--- config.mk ---
export PLATFORM = sky130hd
export DESIGN_NAME = color_classify_and_latch_core
export DESIGN_NICKNAME = d
export VERILOG_FILES = /design/src/hdl/ccl_pkg.sv /design/src/hdl/ccl_front.sv /design/src/hdl/ccl_queue.sv /design/src/hdl/ccl_latch.sv /design/src/hdl/color_classify_and_latch_core.sv
export VERILOG_INCLUDE_DIRS = /design/src /design/src/hdl
export SDC_FILE = /design/constraint.sdc
export NUM_CORES = 1
export LEC_CHECK = 0
export ABC_AREA = 1
export BUFFER_PORTS_ARGS = -buffer_cell sky130_fd_sc_hd__buf_2
export CORE_MARGIN = 8
export CORE_UTILIZATION = 63
export CTS_CLUSTER_SIZE = 12
export DETAILED_ROUTE_END_ITERATION = 12
export PLACE_DENSITY_LB_ADDON = 0.2
export SETUP_SLACK_MARGIN = 0.4
export SLEW_MARGIN = 5
export SYNTH_ARGS = -nofsm -noshare
export SYNTH_HDL_FRONTEND = slang
export SYNTH_SLANG_ARGS = --single-unit
--- constraint.sdc ---
create_clock -name clock -period 7 [get_ports clock]
set_input_delay 0.35 -clock clock [delete_from_list [all_inputs] [get_ports clock]]
set_output_delay 0.35 -clock clock [all_outputs]
set_load 0.02 [all_outputs]
--- src/hdl/assert_macros.svh ---
// Assertion helpers shared by the RTL.
`ifndef ASSERT_MACROS_SVH
`define ASSERT_MACROS_SVH

`ifndef NO_ASSERTIONS

// Implication style property, checked at every rising edge outside reset.
`define ASSERT_CLK(label, clk, rst, prop, msg) \
   label: assert property (@(posedge clk) disable iff (rst) (prop)) else $error(msg);

// Condition that must never be seen outside reset.
`define ASSERT_NEVER(label, clk, rst, expr, msg) \
   label: assert property (@(posedge clk) disable iff (rst) !(expr)) else $error(msg);

`else

`define ASSERT_CLK(label, clk, rst, prop, msg)
`define ASSERT_NEVER(label, clk, rst, expr, msg)

`endif

`endif

--- src/hdl/ccl_pkg.sv ---
package ccl_pkg;

   localparam int TIME_WIDTH_DEFAULT = 32;
   localparam int QUEUE_DEPTH_DEFAULT = 2;

   localparam int LEVEL_W    = 16;
   localparam int NOW_W      = 32;
   localparam int CFG_W      = 16;
   localparam int CSR_IDX_W  = 3;
   localparam int CLS_W      = 3;

   // per-mille division: quotient never exceeds 1000
   localparam int PERMILLE   = 1000;
   localparam int QUOT_W     = 10;
   localparam int QSTEPS     = 10;
   localparam int STEP_W     = 4;
   localparam int SUM_W      = 18;
   localparam int DIVIDEND_W = 26;
   localparam int CMP_W      = QUOT_W + 1;

   // classification thresholds, in per-mille
   localparam logic [CMP_W-1:0] TH_WHITE_LO  = CMP_W'(250);
   localparam logic [CMP_W-1:0] TH_WHITE_HI  = CMP_W'(400);
   localparam logic [CMP_W-1:0] TH_RED_MIN   = CMP_W'(430);
   localparam logic [CMP_W-1:0] TH_RED_GAP   = CMP_W'(80);
   localparam logic [CMP_W-1:0] TH_GREEN_MIN = CMP_W'(400);
   localparam logic [CMP_W-1:0] TH_BLUE_MIN  = CMP_W'(390);
   localparam logic [CMP_W-1:0] TH_GB_GAP    = CMP_W'(70);
   localparam logic [CMP_W-1:0] TH_YEL_RG    = CMP_W'(330);
   localparam logic [CMP_W-1:0] TH_YEL_B     = CMP_W'(280);

   typedef enum logic [CLS_W-1:0] {
      CLS_NONE    = 3'd0,
      CLS_UNKNOWN = 3'd1,
      CLS_WHITE   = 3'd2,
      CLS_RED     = 3'd3,
      CLS_GREEN   = 3'd4,
      CLS_BLUE    = 3'd5,
      CLS_YELLOW  = 3'd6
   } color_type;

   typedef enum logic [CSR_IDX_W-1:0] {
      CSR_MIN_CLEAR       = 3'd0,
      CSR_WHITE_MIN_CLEAR = 3'd1,
      CSR_STABLE_TIME     = 3'd2,
      CSR_RELEASE_TIME    = 3'd3,
      CSR_REST_COMPARE    = 3'd4,
      CSR_ACTIVE_COMPARE  = 3'd5
   } csr_index_type;

   typedef struct packed {
      logic [CFG_W-1:0] min_clear;
      logic [CFG_W-1:0] white_min_clear;
      logic [CFG_W-1:0] stable_time_ms;
      logic [CFG_W-1:0] release_time_ms;
      logic [CFG_W-1:0] rest_compare;
      logic [CFG_W-1:0] active_compare;
   } cfg_type;

   localparam cfg_type CFG_RESET = '{
      min_clear:       16'd80,
      white_min_clear: 16'd600,
      stable_time_ms:  16'd2000,
      release_time_ms: 16'd500,
      rest_compare:    16'd150,
      active_compare:  16'd200
   };

   typedef enum logic [2:0] {
      FE_IDLE,
      FE_SUM,
      FE_LOAD,
      FE_DIV,
      FE_CLASS
   } front_state_type;

endpackage

--- src/hdl/ccl_front.sv ---
module ccl_front import ccl_pkg::*; #(
   parameter int TIME_WIDTH = TIME_WIDTH_DEFAULT
) (
   input  logic                  clock,
   input  logic                  reset,
   input  cfg_type               cfg,
   input  logic                  req_valid,
   output logic                  req_ready,
   input  logic [LEVEL_W-1:0]    req_clear_level,
   input  logic [LEVEL_W-1:0]    req_red_level,
   input  logic [LEVEL_W-1:0]    req_green_level,
   input  logic [LEVEL_W-1:0]    req_blue_level,
   input  logic [NOW_W-1:0]      req_now_ms,
   output logic                  push,
   input  logic                  queue_full,
   output color_type             push_cls,
   output logic [TIME_WIDTH-1:0] push_now
);

   localparam logic [1:0] CH_RED   = 2'd0;
   localparam logic [1:0] CH_GREEN = 2'd1;
   localparam logic [1:0] CH_BLUE  = 2'd2;

   front_state_type state_ff, state_in;

   logic [LEVEL_W-1:0]    clear_ff, red_ff, green_ff, blue_ff;
   logic [TIME_WIDTH-1:0] now_ff;
   logic [TIME_WIDTH-1:0] now_ext;
   logic [SUM_W-1:0]      sum_ff;
   logic [DIVIDEND_W-1:0] rem_ff;
   logic [QUOT_W-1:0]     q_ff;
   logic [STEP_W-1:0]     step_ff;
   logic [1:0]            ch_ff;
   logic [QUOT_W-1:0]     rn_ff, gn_ff, bn_ff;

   logic [LEVEL_W-1:0]    chan_sel;
   logic [DIVIDEND_W:0]   div_shift;
   logic                  div_ge;
   logic [QUOT_W-1:0]     q_next;
   color_type             cls;

   generate
      if (TIME_WIDTH <= NOW_W) begin : g_now_trunc
         assign now_ext = req_now_ms[TIME_WIDTH-1:0];
      end else begin : g_now_ext
         assign now_ext = {{(TIME_WIDTH-NOW_W){1'b0}}, req_now_ms};
      end
   endgenerate

   always_comb begin
      case (ch_ff)
         CH_RED:   chan_sel = red_ff;
         CH_GREEN: chan_sel = green_ff;
         CH_BLUE:  chan_sel = blue_ff;
         default:  chan_sel = blue_ff;
      endcase
   end

   // one restoring step: try divisor << step against the remainder
   assign div_shift = (DIVIDEND_W+1)'(sum_ff) << step_ff;
   assign div_ge    = {1'b0, rem_ff} >= div_shift;
   assign q_next    = {q_ff[QUOT_W-2:0], div_ge};

   // next state
   always_comb begin
      state_in = state_ff;
      case (state_ff)
         FE_IDLE:  if (req_valid) state_in = FE_SUM;
         FE_SUM:   state_in = FE_LOAD;
         FE_LOAD:  state_in = FE_DIV;
         FE_DIV: begin
            if (step_ff == '0) begin
               state_in = (ch_ff == CH_BLUE) ? FE_CLASS : FE_LOAD;
            end
         end
         FE_CLASS: if (!queue_full) state_in = FE_IDLE;
         default:  state_in = FE_IDLE;
      endcase
   end

   // outputs
   always_comb begin
      req_ready = 1'b0;
      push      = 1'b0;
      case (state_ff)
         FE_IDLE:  req_ready = 1'b1;
         FE_CLASS: push      = !queue_full;
         default: begin
            req_ready = 1'b0;
            push      = 1'b0;
         end
      endcase
   end

   always_ff @(posedge clock) begin
      if (reset) begin
         state_ff <= FE_IDLE;
      end else begin
         state_ff <= state_in;
      end
   end

   always_ff @(posedge clock) begin
      case (state_ff)
         FE_IDLE: begin
            if (req_valid) begin
               clear_ff <= req_clear_level;
               red_ff   <= req_red_level;
               green_ff <= req_green_level;
               blue_ff  <= req_blue_level;
               now_ff   <= now_ext;
            end
         end
         FE_SUM: begin
            sum_ff <= SUM_W'(red_ff) + SUM_W'(green_ff) + SUM_W'(blue_ff);
            ch_ff  <= CH_RED;
         end
         FE_LOAD: begin
            rem_ff  <= DIVIDEND_W'(chan_sel) * DIVIDEND_W'(PERMILLE);
            step_ff <= STEP_W'(QSTEPS - 1);
            q_ff    <= '0;
         end
         FE_DIV: begin
            if (div_ge) rem_ff <= rem_ff - div_shift[DIVIDEND_W-1:0];
            q_ff <= q_next;
            if (step_ff == '0) begin
               case (ch_ff)
                  CH_RED:   rn_ff <= q_next;
                  CH_GREEN: gn_ff <= q_next;
                  default:  bn_ff <= q_next;
               endcase
               ch_ff <= ch_ff + 2'd1;
            end else begin
               step_ff <= step_ff - STEP_W'(1);
            end
         end
         default: begin
         end
      endcase
   end

   // threshold tests on the per-mille shares
   always_comb begin
      logic [CMP_W-1:0] rn, gn, bn;
      rn = CMP_W'(rn_ff);
      gn = CMP_W'(gn_ff);
      bn = CMP_W'(bn_ff);
      if (clear_ff < cfg.min_clear || sum_ff == '0) begin
         cls = CLS_NONE;
      end else if (clear_ff > cfg.white_min_clear &&
                   rn > TH_WHITE_LO && rn < TH_WHITE_HI &&
                   gn > TH_WHITE_LO && gn < TH_WHITE_HI &&
                   bn > TH_WHITE_LO && bn < TH_WHITE_HI) begin
         cls = CLS_WHITE;
      end else if (rn > TH_RED_MIN && rn > gn + TH_RED_GAP && rn > bn + TH_RED_GAP) begin
         cls = CLS_RED;
      end else if (gn > TH_GREEN_MIN && gn > rn + TH_GB_GAP && gn > bn + TH_GB_GAP) begin
         cls = CLS_GREEN;
      end else if (bn > TH_BLUE_MIN && bn > rn + TH_GB_GAP && bn > gn + TH_GB_GAP) begin
         cls = CLS_BLUE;
      end else if (rn > TH_YEL_RG && gn > TH_YEL_RG && bn < TH_YEL_B) begin
         cls = CLS_YELLOW;
      end else begin
         cls = CLS_UNKNOWN;
      end
   end

   assign push_cls = cls;
   assign push_now = now_ff;

endmodule

--- src/hdl/ccl_queue.sv ---
module ccl_queue import ccl_pkg::*; #(
   parameter int WIDTH = CLS_W + TIME_WIDTH_DEFAULT,
   parameter int DEPTH = QUEUE_DEPTH_DEFAULT
) (
   input  logic             clock,
   input  logic             reset,
   input  logic             push,
   input  logic [WIDTH-1:0] wdata,
   output logic             full,
   input  logic             pop,
   output logic             valid,
   output logic [WIDTH-1:0] rdata
);

   localparam int PTR_W = $clog2(DEPTH);
   localparam int CNT_W = $clog2(DEPTH + 1);

   logic [WIDTH-1:0] mem_ff [DEPTH];
   logic [PTR_W-1:0] wr_ptr_ff, rd_ptr_ff;
   logic [CNT_W-1:0] count_ff;
   logic             do_push, do_pop;

   assign full    = count_ff == CNT_W'(DEPTH);
   assign valid   = count_ff != '0;
   assign do_push = push && !full;
   assign do_pop  = pop && valid;
   assign rdata   = mem_ff[rd_ptr_ff];

   always_ff @(posedge clock) begin
      if (do_push) mem_ff[wr_ptr_ff] <= wdata;
   end

   always_ff @(posedge clock) begin
      if (reset) begin
         wr_ptr_ff <= '0;
         rd_ptr_ff <= '0;
         count_ff  <= '0;
      end else begin
         if (do_push) begin
            wr_ptr_ff <= (wr_ptr_ff == PTR_W'(DEPTH - 1)) ? '0 : wr_ptr_ff + PTR_W'(1);
         end
         if (do_pop) begin
            rd_ptr_ff <= (rd_ptr_ff == PTR_W'(DEPTH - 1)) ? '0 : rd_ptr_ff + PTR_W'(1);
         end
         if (do_push && !do_pop) begin
            count_ff <= count_ff + CNT_W'(1);
         end else if (do_pop && !do_push) begin
            count_ff <= count_ff - CNT_W'(1);
         end
      end
   end

endmodule

--- src/hdl/ccl_latch.sv ---
module ccl_latch import ccl_pkg::*; #(
   parameter int TIME_WIDTH = TIME_WIDTH_DEFAULT
) (
   input  logic                  clock,
   input  logic                  reset,
   input  cfg_type               cfg,
   input  logic                  item_valid,
   input  color_type             item_cls,
   input  logic [TIME_WIDTH-1:0] item_now,
   output logic                  pop,
   output logic                  rsp_valid,
   input  logic                  rsp_ready,
   output logic [CLS_W-1:0]      rsp_color_class,
   output logic [CLS_W-1:0]      rsp_confirmed_color,
   output logic [CFG_W-1:0]      rsp_servo_compare,
   output logic                  rsp_servo_active,
   output logic                  rsp_confirm_event,
   output logic                  rsp_waiting_release
);

   color_type             held_ff, held_in;
   logic                  servo_ff, servo_in;
   color_type             cand_ff, cand_in;
   logic [TIME_WIDTH-1:0] cand_since_ff, cand_since_in;
   logic                  await_ff, await_in;
   logic [TIME_WIDTH-1:0] rel_since_ff, rel_since_in;
   logic                  rel_timing_ff, rel_timing_in;
   logic                  event_in;

   logic                  no_color;
   logic [TIME_WIDTH-1:0] rel_start;
   logic                  rel_done, stable_done;

   logic                  rsp_valid_ff;
   logic [CLS_W-1:0]      cls_ff, confirmed_ff;
   logic [CFG_W-1:0]      compare_ff;
   logic                  servo_out_ff, event_ff, waiting_ff;

   assign pop      = item_valid && (!rsp_valid_ff || rsp_ready);
   assign no_color = item_cls inside {CLS_NONE, CLS_UNKNOWN};

   // elapsed times wrap modulo 2^TIME_WIDTH
   assign rel_start   = rel_timing_ff ? rel_since_ff : item_now;
   assign rel_done    = (item_now - rel_start) >= TIME_WIDTH'(cfg.release_time_ms);
   assign stable_done = (item_now - cand_since_ff) >= TIME_WIDTH'(cfg.stable_time_ms);

   always_comb begin
      held_in       = held_ff;
      servo_in      = servo_ff;
      cand_in       = cand_ff;
      cand_since_in = cand_since_ff;
      await_in      = await_ff;
      rel_since_in  = rel_since_ff;
      rel_timing_in = rel_timing_ff;
      event_in      = 1'b0;
      if (await_ff) begin
         if (no_color) begin
            rel_since_in  = rel_start;
            rel_timing_in = 1'b1;
            if (rel_done) begin
               await_in      = 1'b0;
               rel_timing_in = 1'b0;
               rel_since_in  = '0;
               cand_in       = CLS_NONE;
               cand_since_in = '0;
            end
         end else begin
            rel_timing_in = 1'b0;
            rel_since_in  = '0;
         end
      end else if (no_color) begin
         cand_in       = CLS_NONE;
         cand_since_in = '0;
      end else if (item_cls != cand_ff) begin
         cand_in       = item_cls;
         cand_since_in = item_now;
      end else if (stable_done) begin
         if (held_ff != CLS_NONE && item_cls == held_ff) begin
            servo_in = !servo_ff;
         end else begin
            held_in  = item_cls;
            servo_in = 1'b1;
         end
         event_in      = 1'b1;
         await_in      = 1'b1;
         rel_timing_in = 1'b0;
         rel_since_in  = '0;
      end
   end

   always_ff @(posedge clock) begin
      if (reset) begin
         held_ff       <= CLS_NONE;
         servo_ff      <= 1'b0;
         cand_ff       <= CLS_NONE;
         cand_since_ff <= '0;
         await_ff      <= 1'b0;
         rel_since_ff  <= '0;
         rel_timing_ff <= 1'b0;
         rsp_valid_ff  <= 1'b0;
      end else begin
         if (pop) begin
            held_ff       <= held_in;
            servo_ff      <= servo_in;
            cand_ff       <= cand_in;
            cand_since_ff <= cand_since_in;
            await_ff      <= await_in;
            rel_since_ff  <= rel_since_in;
            rel_timing_ff <= rel_timing_in;
            rsp_valid_ff  <= 1'b1;
         end else if (rsp_ready) begin
            rsp_valid_ff  <= 1'b0;
         end
      end
   end

   always_ff @(posedge clock) begin
      if (pop) begin
         cls_ff       <= item_cls;
         confirmed_ff <= held_in;
         compare_ff   <= servo_in ? cfg.active_compare : cfg.rest_compare;
         servo_out_ff <= servo_in;
         event_ff     <= event_in;
         waiting_ff   <= await_in;
      end
   end

   assign rsp_valid           = rsp_valid_ff;
   assign rsp_color_class     = cls_ff;
   assign rsp_confirmed_color = confirmed_ff;
   assign rsp_servo_compare   = compare_ff;
   assign rsp_servo_active    = servo_out_ff;
   assign rsp_confirm_event   = event_ff;
   assign rsp_waiting_release = waiting_ff;

endmodule

--- src/hdl/color_classify_and_latch_core.sv ---
// Color sample classifier with a stable-time latch that drives a two-position
// servo. Each request transaction carries clear/red/green/blue counts and a
// millisecond timestamp; each one yields exactly one response transaction with
// the sample's class, the held color, the servo compare value and flags. One
// sample occupies the front end through accept, forming r+g+b, then for red,
// green and blue each a load step and ten quotient bits from the shared
// restoring divider, and a classify step that waits while the queue is full.
// The back end settles the latch per popped sample; a two-entry queue between
// them lets the front take the next sample while a response is still waiting.
// The user writes the csr_ port (index, data) registers only while idle; the
// block does not enforce it. Unknown indexes are ignored. No clearing after reset.

`include "assert_macros.svh"

module color_classify_and_latch_core import ccl_pkg::*; #(
   parameter int TIME_WIDTH  = TIME_WIDTH_DEFAULT,
   parameter int QUEUE_DEPTH = QUEUE_DEPTH_DEFAULT
) (
   input  logic                 clock,
   input  logic                 reset,
   // configuration write channel
   input  logic                 csr_valid,
   output logic                 csr_ready,
   input  logic [CSR_IDX_W-1:0] csr_index,
   input  logic [CFG_W-1:0]     csr_wdata,
   // request (sample) channel
   input  logic                 req_valid,
   output logic                 req_ready,
   input  logic [LEVEL_W-1:0]   req_clear_level,
   input  logic [LEVEL_W-1:0]   req_red_level,
   input  logic [LEVEL_W-1:0]   req_green_level,
   input  logic [LEVEL_W-1:0]   req_blue_level,
   input  logic [NOW_W-1:0]     req_now_ms,
   // response channel
   output logic                 rsp_valid,
   input  logic                 rsp_ready,
   output logic [CLS_W-1:0]     rsp_color_class,
   output logic [CLS_W-1:0]     rsp_confirmed_color,
   output logic [CFG_W-1:0]     rsp_servo_compare,
   output logic                 rsp_servo_active,
   output logic                 rsp_confirm_event,
   output logic                 rsp_waiting_release
);

   localparam int ITEM_W = CLS_W + TIME_WIDTH;

   cfg_type               cfg_ff;

   // front end -> queue
   logic                  push;
   logic                  queue_full;
   color_type             push_cls;
   logic [TIME_WIDTH-1:0] push_now;
   logic [ITEM_W-1:0]     queue_wdata;

   // queue -> back end
   logic                  pop;
   logic                  queue_valid;
   logic [ITEM_W-1:0]     queue_rdata;
   color_type             item_cls;
   logic [TIME_WIDTH-1:0] item_now;

   // Configuration registers: always ready, unknown indexes dropped.
   assign csr_ready = 1'b1;

   always_ff @(posedge clock) begin
      if (reset) begin
         cfg_ff <= CFG_RESET;
      end else if (csr_valid) begin
         case (csr_index)
            CSR_MIN_CLEAR:       cfg_ff.min_clear       <= csr_wdata;
            CSR_WHITE_MIN_CLEAR: cfg_ff.white_min_clear <= csr_wdata;
            CSR_STABLE_TIME:     cfg_ff.stable_time_ms  <= csr_wdata;
            CSR_RELEASE_TIME:    cfg_ff.release_time_ms <= csr_wdata;
            CSR_REST_COMPARE:    cfg_ff.rest_compare    <= csr_wdata;
            CSR_ACTIVE_COMPARE:  cfg_ff.active_compare  <= csr_wdata;
            default: begin
            end
         endcase
      end
   end

   // Front end: capture, per-mille division, threshold classification.
   ccl_front #(
      .TIME_WIDTH (TIME_WIDTH)
   ) u_front (
      .clock           (clock),
      .reset           (reset),
      .cfg             (cfg_ff),
      .req_valid       (req_valid),
      .req_ready       (req_ready),
      .req_clear_level (req_clear_level),
      .req_red_level   (req_red_level),
      .req_green_level (req_green_level),
      .req_blue_level  (req_blue_level),
      .req_now_ms      (req_now_ms),
      .push            (push),
      .queue_full      (queue_full),
      .push_cls        (push_cls),
      .push_now        (push_now)
   );

   // Classified samples wait here: class on top, timestamp below.
   assign queue_wdata = {push_cls, push_now};

   ccl_queue #(
      .WIDTH (ITEM_W),
      .DEPTH (QUEUE_DEPTH)
   ) u_queue (
      .clock (clock),
      .reset (reset),
      .push  (push),
      .wdata (queue_wdata),
      .full  (queue_full),
      .pop   (pop),
      .valid (queue_valid),
      .rdata (queue_rdata)
   );

   assign item_cls = color_type'(queue_rdata[ITEM_W-1 -: CLS_W]);
   assign item_now = queue_rdata[TIME_WIDTH-1:0];

   // Back end: candidate/confirm/release latch and the response register.
   ccl_latch #(
      .TIME_WIDTH (TIME_WIDTH)
   ) u_latch (
      .clock               (clock),
      .reset               (reset),
      .cfg                 (cfg_ff),
      .item_valid          (queue_valid),
      .item_cls            (item_cls),
      .item_now            (item_now),
      .pop                 (pop),
      .rsp_valid           (rsp_valid),
      .rsp_ready           (rsp_ready),
      .rsp_color_class     (rsp_color_class),
      .rsp_confirmed_color (rsp_confirmed_color),
      .rsp_servo_compare   (rsp_servo_compare),
      .rsp_servo_active    (rsp_servo_active),
      .rsp_confirm_event   (rsp_confirm_event),
      .rsp_waiting_release (rsp_waiting_release)
   );

   // A confirmation always arms the release wait.
   `ASSERT_CLK(a_confirm_arms_release, clock, reset,
      (rsp_valid && rsp_confirm_event) |-> rsp_waiting_release,
      "confirmation without release wait")

   // The confirmed color is the sample's own class.
   `ASSERT_CLK(a_confirm_matches_class, clock, reset,
      (rsp_valid && rsp_confirm_event) |-> (rsp_confirmed_color == rsp_color_class),
      "confirmed color differs from sample class")

   // The servo can only be active once some color has been held.
   `ASSERT_NEVER(a_servo_needs_color, clock, reset,
      rsp_valid && rsp_servo_active && (rsp_confirmed_color == CLS_NONE),
      "servo active with no held color")

   // The front end is busy right after it takes a transaction.
   `ASSERT_CLK(a_front_busy_after_accept, clock, reset,
      (req_valid && req_ready) |=> !req_ready,
      "front end ready again right after accept")

endmodule
==> results.yml <==
cells_and_area:
  mostFrequentLayoutCells: "1052 x nand2_1, 587 x inv_1, 391 x nor2_1"
  nets: 4820
  layout-drive-gt1-share: 0.07264
  insertedDiodeCount: 0
  fin_util: 0.7136
  area.growth.synth_to_final_pct: 12.18
  final_common_cell: "nand2_1"
sta:
  hold_viol_final: 0
  tightest_slew_ns: 1.158
  fmax_ghz: 0.1684
  skew_ns: 0.03045
  fin_crit_sh: 0.8481
  setup_tns_ns: 0
  maxSlewViolCount: 0
  whs_ns: 0.1080
  slew_headroom: 0.2260
  setup_viol: 0
  finalWorstSetupSlack_ns: 1.063
  min_period_ns: 5.937
  grt_setup_unrepaired: "false"
logic_synthesis:
  synth_cell_type_count: 65
  synth_top_area_cell: "edfxtp_1"
  synth_area_um2: 31850
  syn_inst: 4116
  syn_nets: 4600
  syn_avg_cell_area_um2: 7.738
  synthArstFlopShare: 0
  yosysSeqAreaShare: 0.3759
  ys_seq_elements: 458
  synth_ff_type: "edfxtp_1"
  yosys_warnings: 0
  synth-edff-count: 280
  synth_top_area_share: 0.2640
  synth.area.top_cells: "edfxtp_1 26%, nand2_1 12%, ha_1 12%"
power:
  vdd_ir_drop_max_mv: 0.9478
  power.internal_uw: 10240
  seqPwrFrac: 0.206
  p_sw_uw: 9832
  pwr-share-clk: 0.127
  p_comb_frac: 0.667
  swShare: 0.4899
  power_density_nw_per_um2: 561.7
  cellLeakagePower_uw: 0.01697
cts:
  clk_path_buf_depth: 3
  cts_tree: "built"
  cts_made_buffers: 51
  cts_max_level: 2
  cts_setup_buffers: 0
  clk_latency_ns: 0.61
  cts_num_sinks: 458
  root_buffer: "clkbuf_16"
  clk_pin_slew_ns: 0.06
detailed_routing:
  drc: 0
  vias: 28096
  postRouteAntennaNets: 0
  routed_via_density: 5.564
  first_pass_iters: 5
  drtIter0Drc: 2456
  routed_wl_um: 87650
  wl_per_cell_um: 17.36
floorplan:
  rows: 82
  die_width_um: 240.8
  initial_core_util: 0.6361
  io_pins: 148
  core_um2: 50070
  die_y_um: 240.8
  fp.dieArea_um2: 58000
placed_design:
  portBuffers: 146
  pre_cts_slack_ns: 0.9861
  hpwlAfterDp_um: 64490
  gp_congestion: 1.011
setup_path:
  start_kind: "flop"
  path_class: "flop to flop"
  endpoint_kind: "flop"
  cp.required_ns: 7.35
  cp_data_arrival_time_ns: 6.29
  cp_max_fo: 18
grt:
  grt_pass1_vias: 26560
  grt-ovfl-total: 0
  antenna_found_initial: 0
  grt_pass1_wl_um: 138300
  grt.total_usage: 0.2982
  grt_start_max_net_pins: 96
min_path:
  hold_class: "input port to flop"
status:
  status: "completed"
job:
  maxCapViolations: 0
path summary, 6_finish.rpt:
kind	start	endpoint	slack, ns	cells after the start
setup reg to reg	u_front.ch_ff[0]	u_front.rem_ff[25]	1.06	23
hold reg to reg	u_front.push_now[10]	u_queue.mem_ff[1][10]	0.45	0
setup / recovery	u_front.ch_ff[0]	u_front.rem_ff[25]	1.06	23
hold / removal	csr_wdata[3]	cfg_ff[3]	0.11	3
routing by layer:
layer  wire length (µm)  global-route usage  part of all wire  vias up
met3               7147             0.05686             0.082      190
met4               3186              0.1115             0.036        0
met5                  0                   0                 0        -
li1                   -                   -                 -    13935
met1              37450              0.3938              0.43    12859
met2              39860              0.4855              0.45     1112
kinds of logic after synthesis:
family,Yosys count,share of synthesized area
AOI/OAI and AO/OA,722,0.1243
xor gates and xnor gates,106,0.02915
adders and majority gates,364,0.1553
buffers and inverters,692,0.08431
DFF,458,0.3759
muxes,10,0.003143
other,1,0.0001177
and+or+nand+nor,1763,0.2278
registers in the layout, summed over array words and instances (netlist names), 4 cells and up, named ones only:
| name | flops |
|---|---|
| cfg_ff | 96 |
| u_front.blue_ff | 16 |
| u_front.bn_ff | 10 |
| u_front.clear_ff | 16 |
| u_front.gn_ff | 10 |
| u_front.green_ff | 16 |
| u_front.push_now | 32 |
| u_front.q_ff | 9 |
| u_front.red_ff | 16 |
| u_front.rem_ff | 26 |
| u_front.rn_ff | 10 |
| u_front.step_ff | 4 |
| u_front.sum_ff | 18 |
| u_latch.cand_since_ff | 32 |
| u_latch.rel_since_ff | 32 |
| u_latch.rsp_servo_compare | 16 |
| u_queue.mem_ff | 70 |
worst max-delay path, stage by stage, from the launching register on:
cell and delay [ns]:
edfxtp_1 0.41, ha_1 0.25, buf_4 0.20, a22o_1 0.24, a21oi_1 0.58, inv_1 0.23, fa_1 0.59, inv_1 0.05
fa_1 0.50, inv_1 0.05, fa_1 0.50, inv_1 0.05, fa_1 0.49, inv_1 0.04, ha_1 0.34, nand2_1 0.10
nor4_1 0.31, nand4_1 0.13, nand3_1 0.15, a21oi_1 0.09, o21bai_1 0.15, a21oi_1 0.07, o21ai_0 0.08, nand2_1 0.06
layout make-up:
cell class	instances	area, µm²
well taps	672	840.8
clock buffers	75	1429
flip-flops and latches	458	11970
clock inverters	20	150.1
fillers	4109	14340
inverters	596	2240
multi-input cells	2966	17240
repair buffers	263	1862
cells in the mapped netlist (13+ instances only):
cell and n:
nand4_1 38, clkbuf_1 74, xnor2_1 15, nand3_1 141, ha_1 312, nor3_1 36, a21oi_1 341, xor2_1 91
dfxtp_1 178, inv_1 587, nand2_1 1052, nor2_1 396, o21ai_0 255, edfxtp_1 280, o211ai_1 18, nor4_1 14
a31oi_1 14, fa_1 52, a22o_1 16, and2_1 13, or2_2 36, o21bai_1 16
power by group through the flow:
| stage | combinational [µW] | clock [µW] | sequential (µW) |
|---|---|---|---|
| after floorplan | 10200 | 0 | 4160 |
| after global placement | 12800 | 0 | 4150 |
| after detailed placement | 13000 | 0 | 4170 |
| after CTS | 13200 | 2570 | 4120 |
| after global routing | 15300 | 2690 | 4160 |
| final | 13400 | 2550 | 4130 |
stage by stage:
step | total power, µW | area, µm² | cells
floorplan | 14340 | 31850 | 4116
global placement | 16910 | 33190 | 4859
detailed placement | 17150 | 33190 | 4859
CTS | 19840 | 35730 | 5050
global route | 22100 | 35730 | 5050
finish | 20070 | 35730 | 5050
timing repair:
action,in CTS,in global routing
gates resized for setup,0,1
hold buffers,96,0
hold endpoints to repair,96,0
endpoints found under the setup margin,0,1
Power figures use the tool's default switching activity.
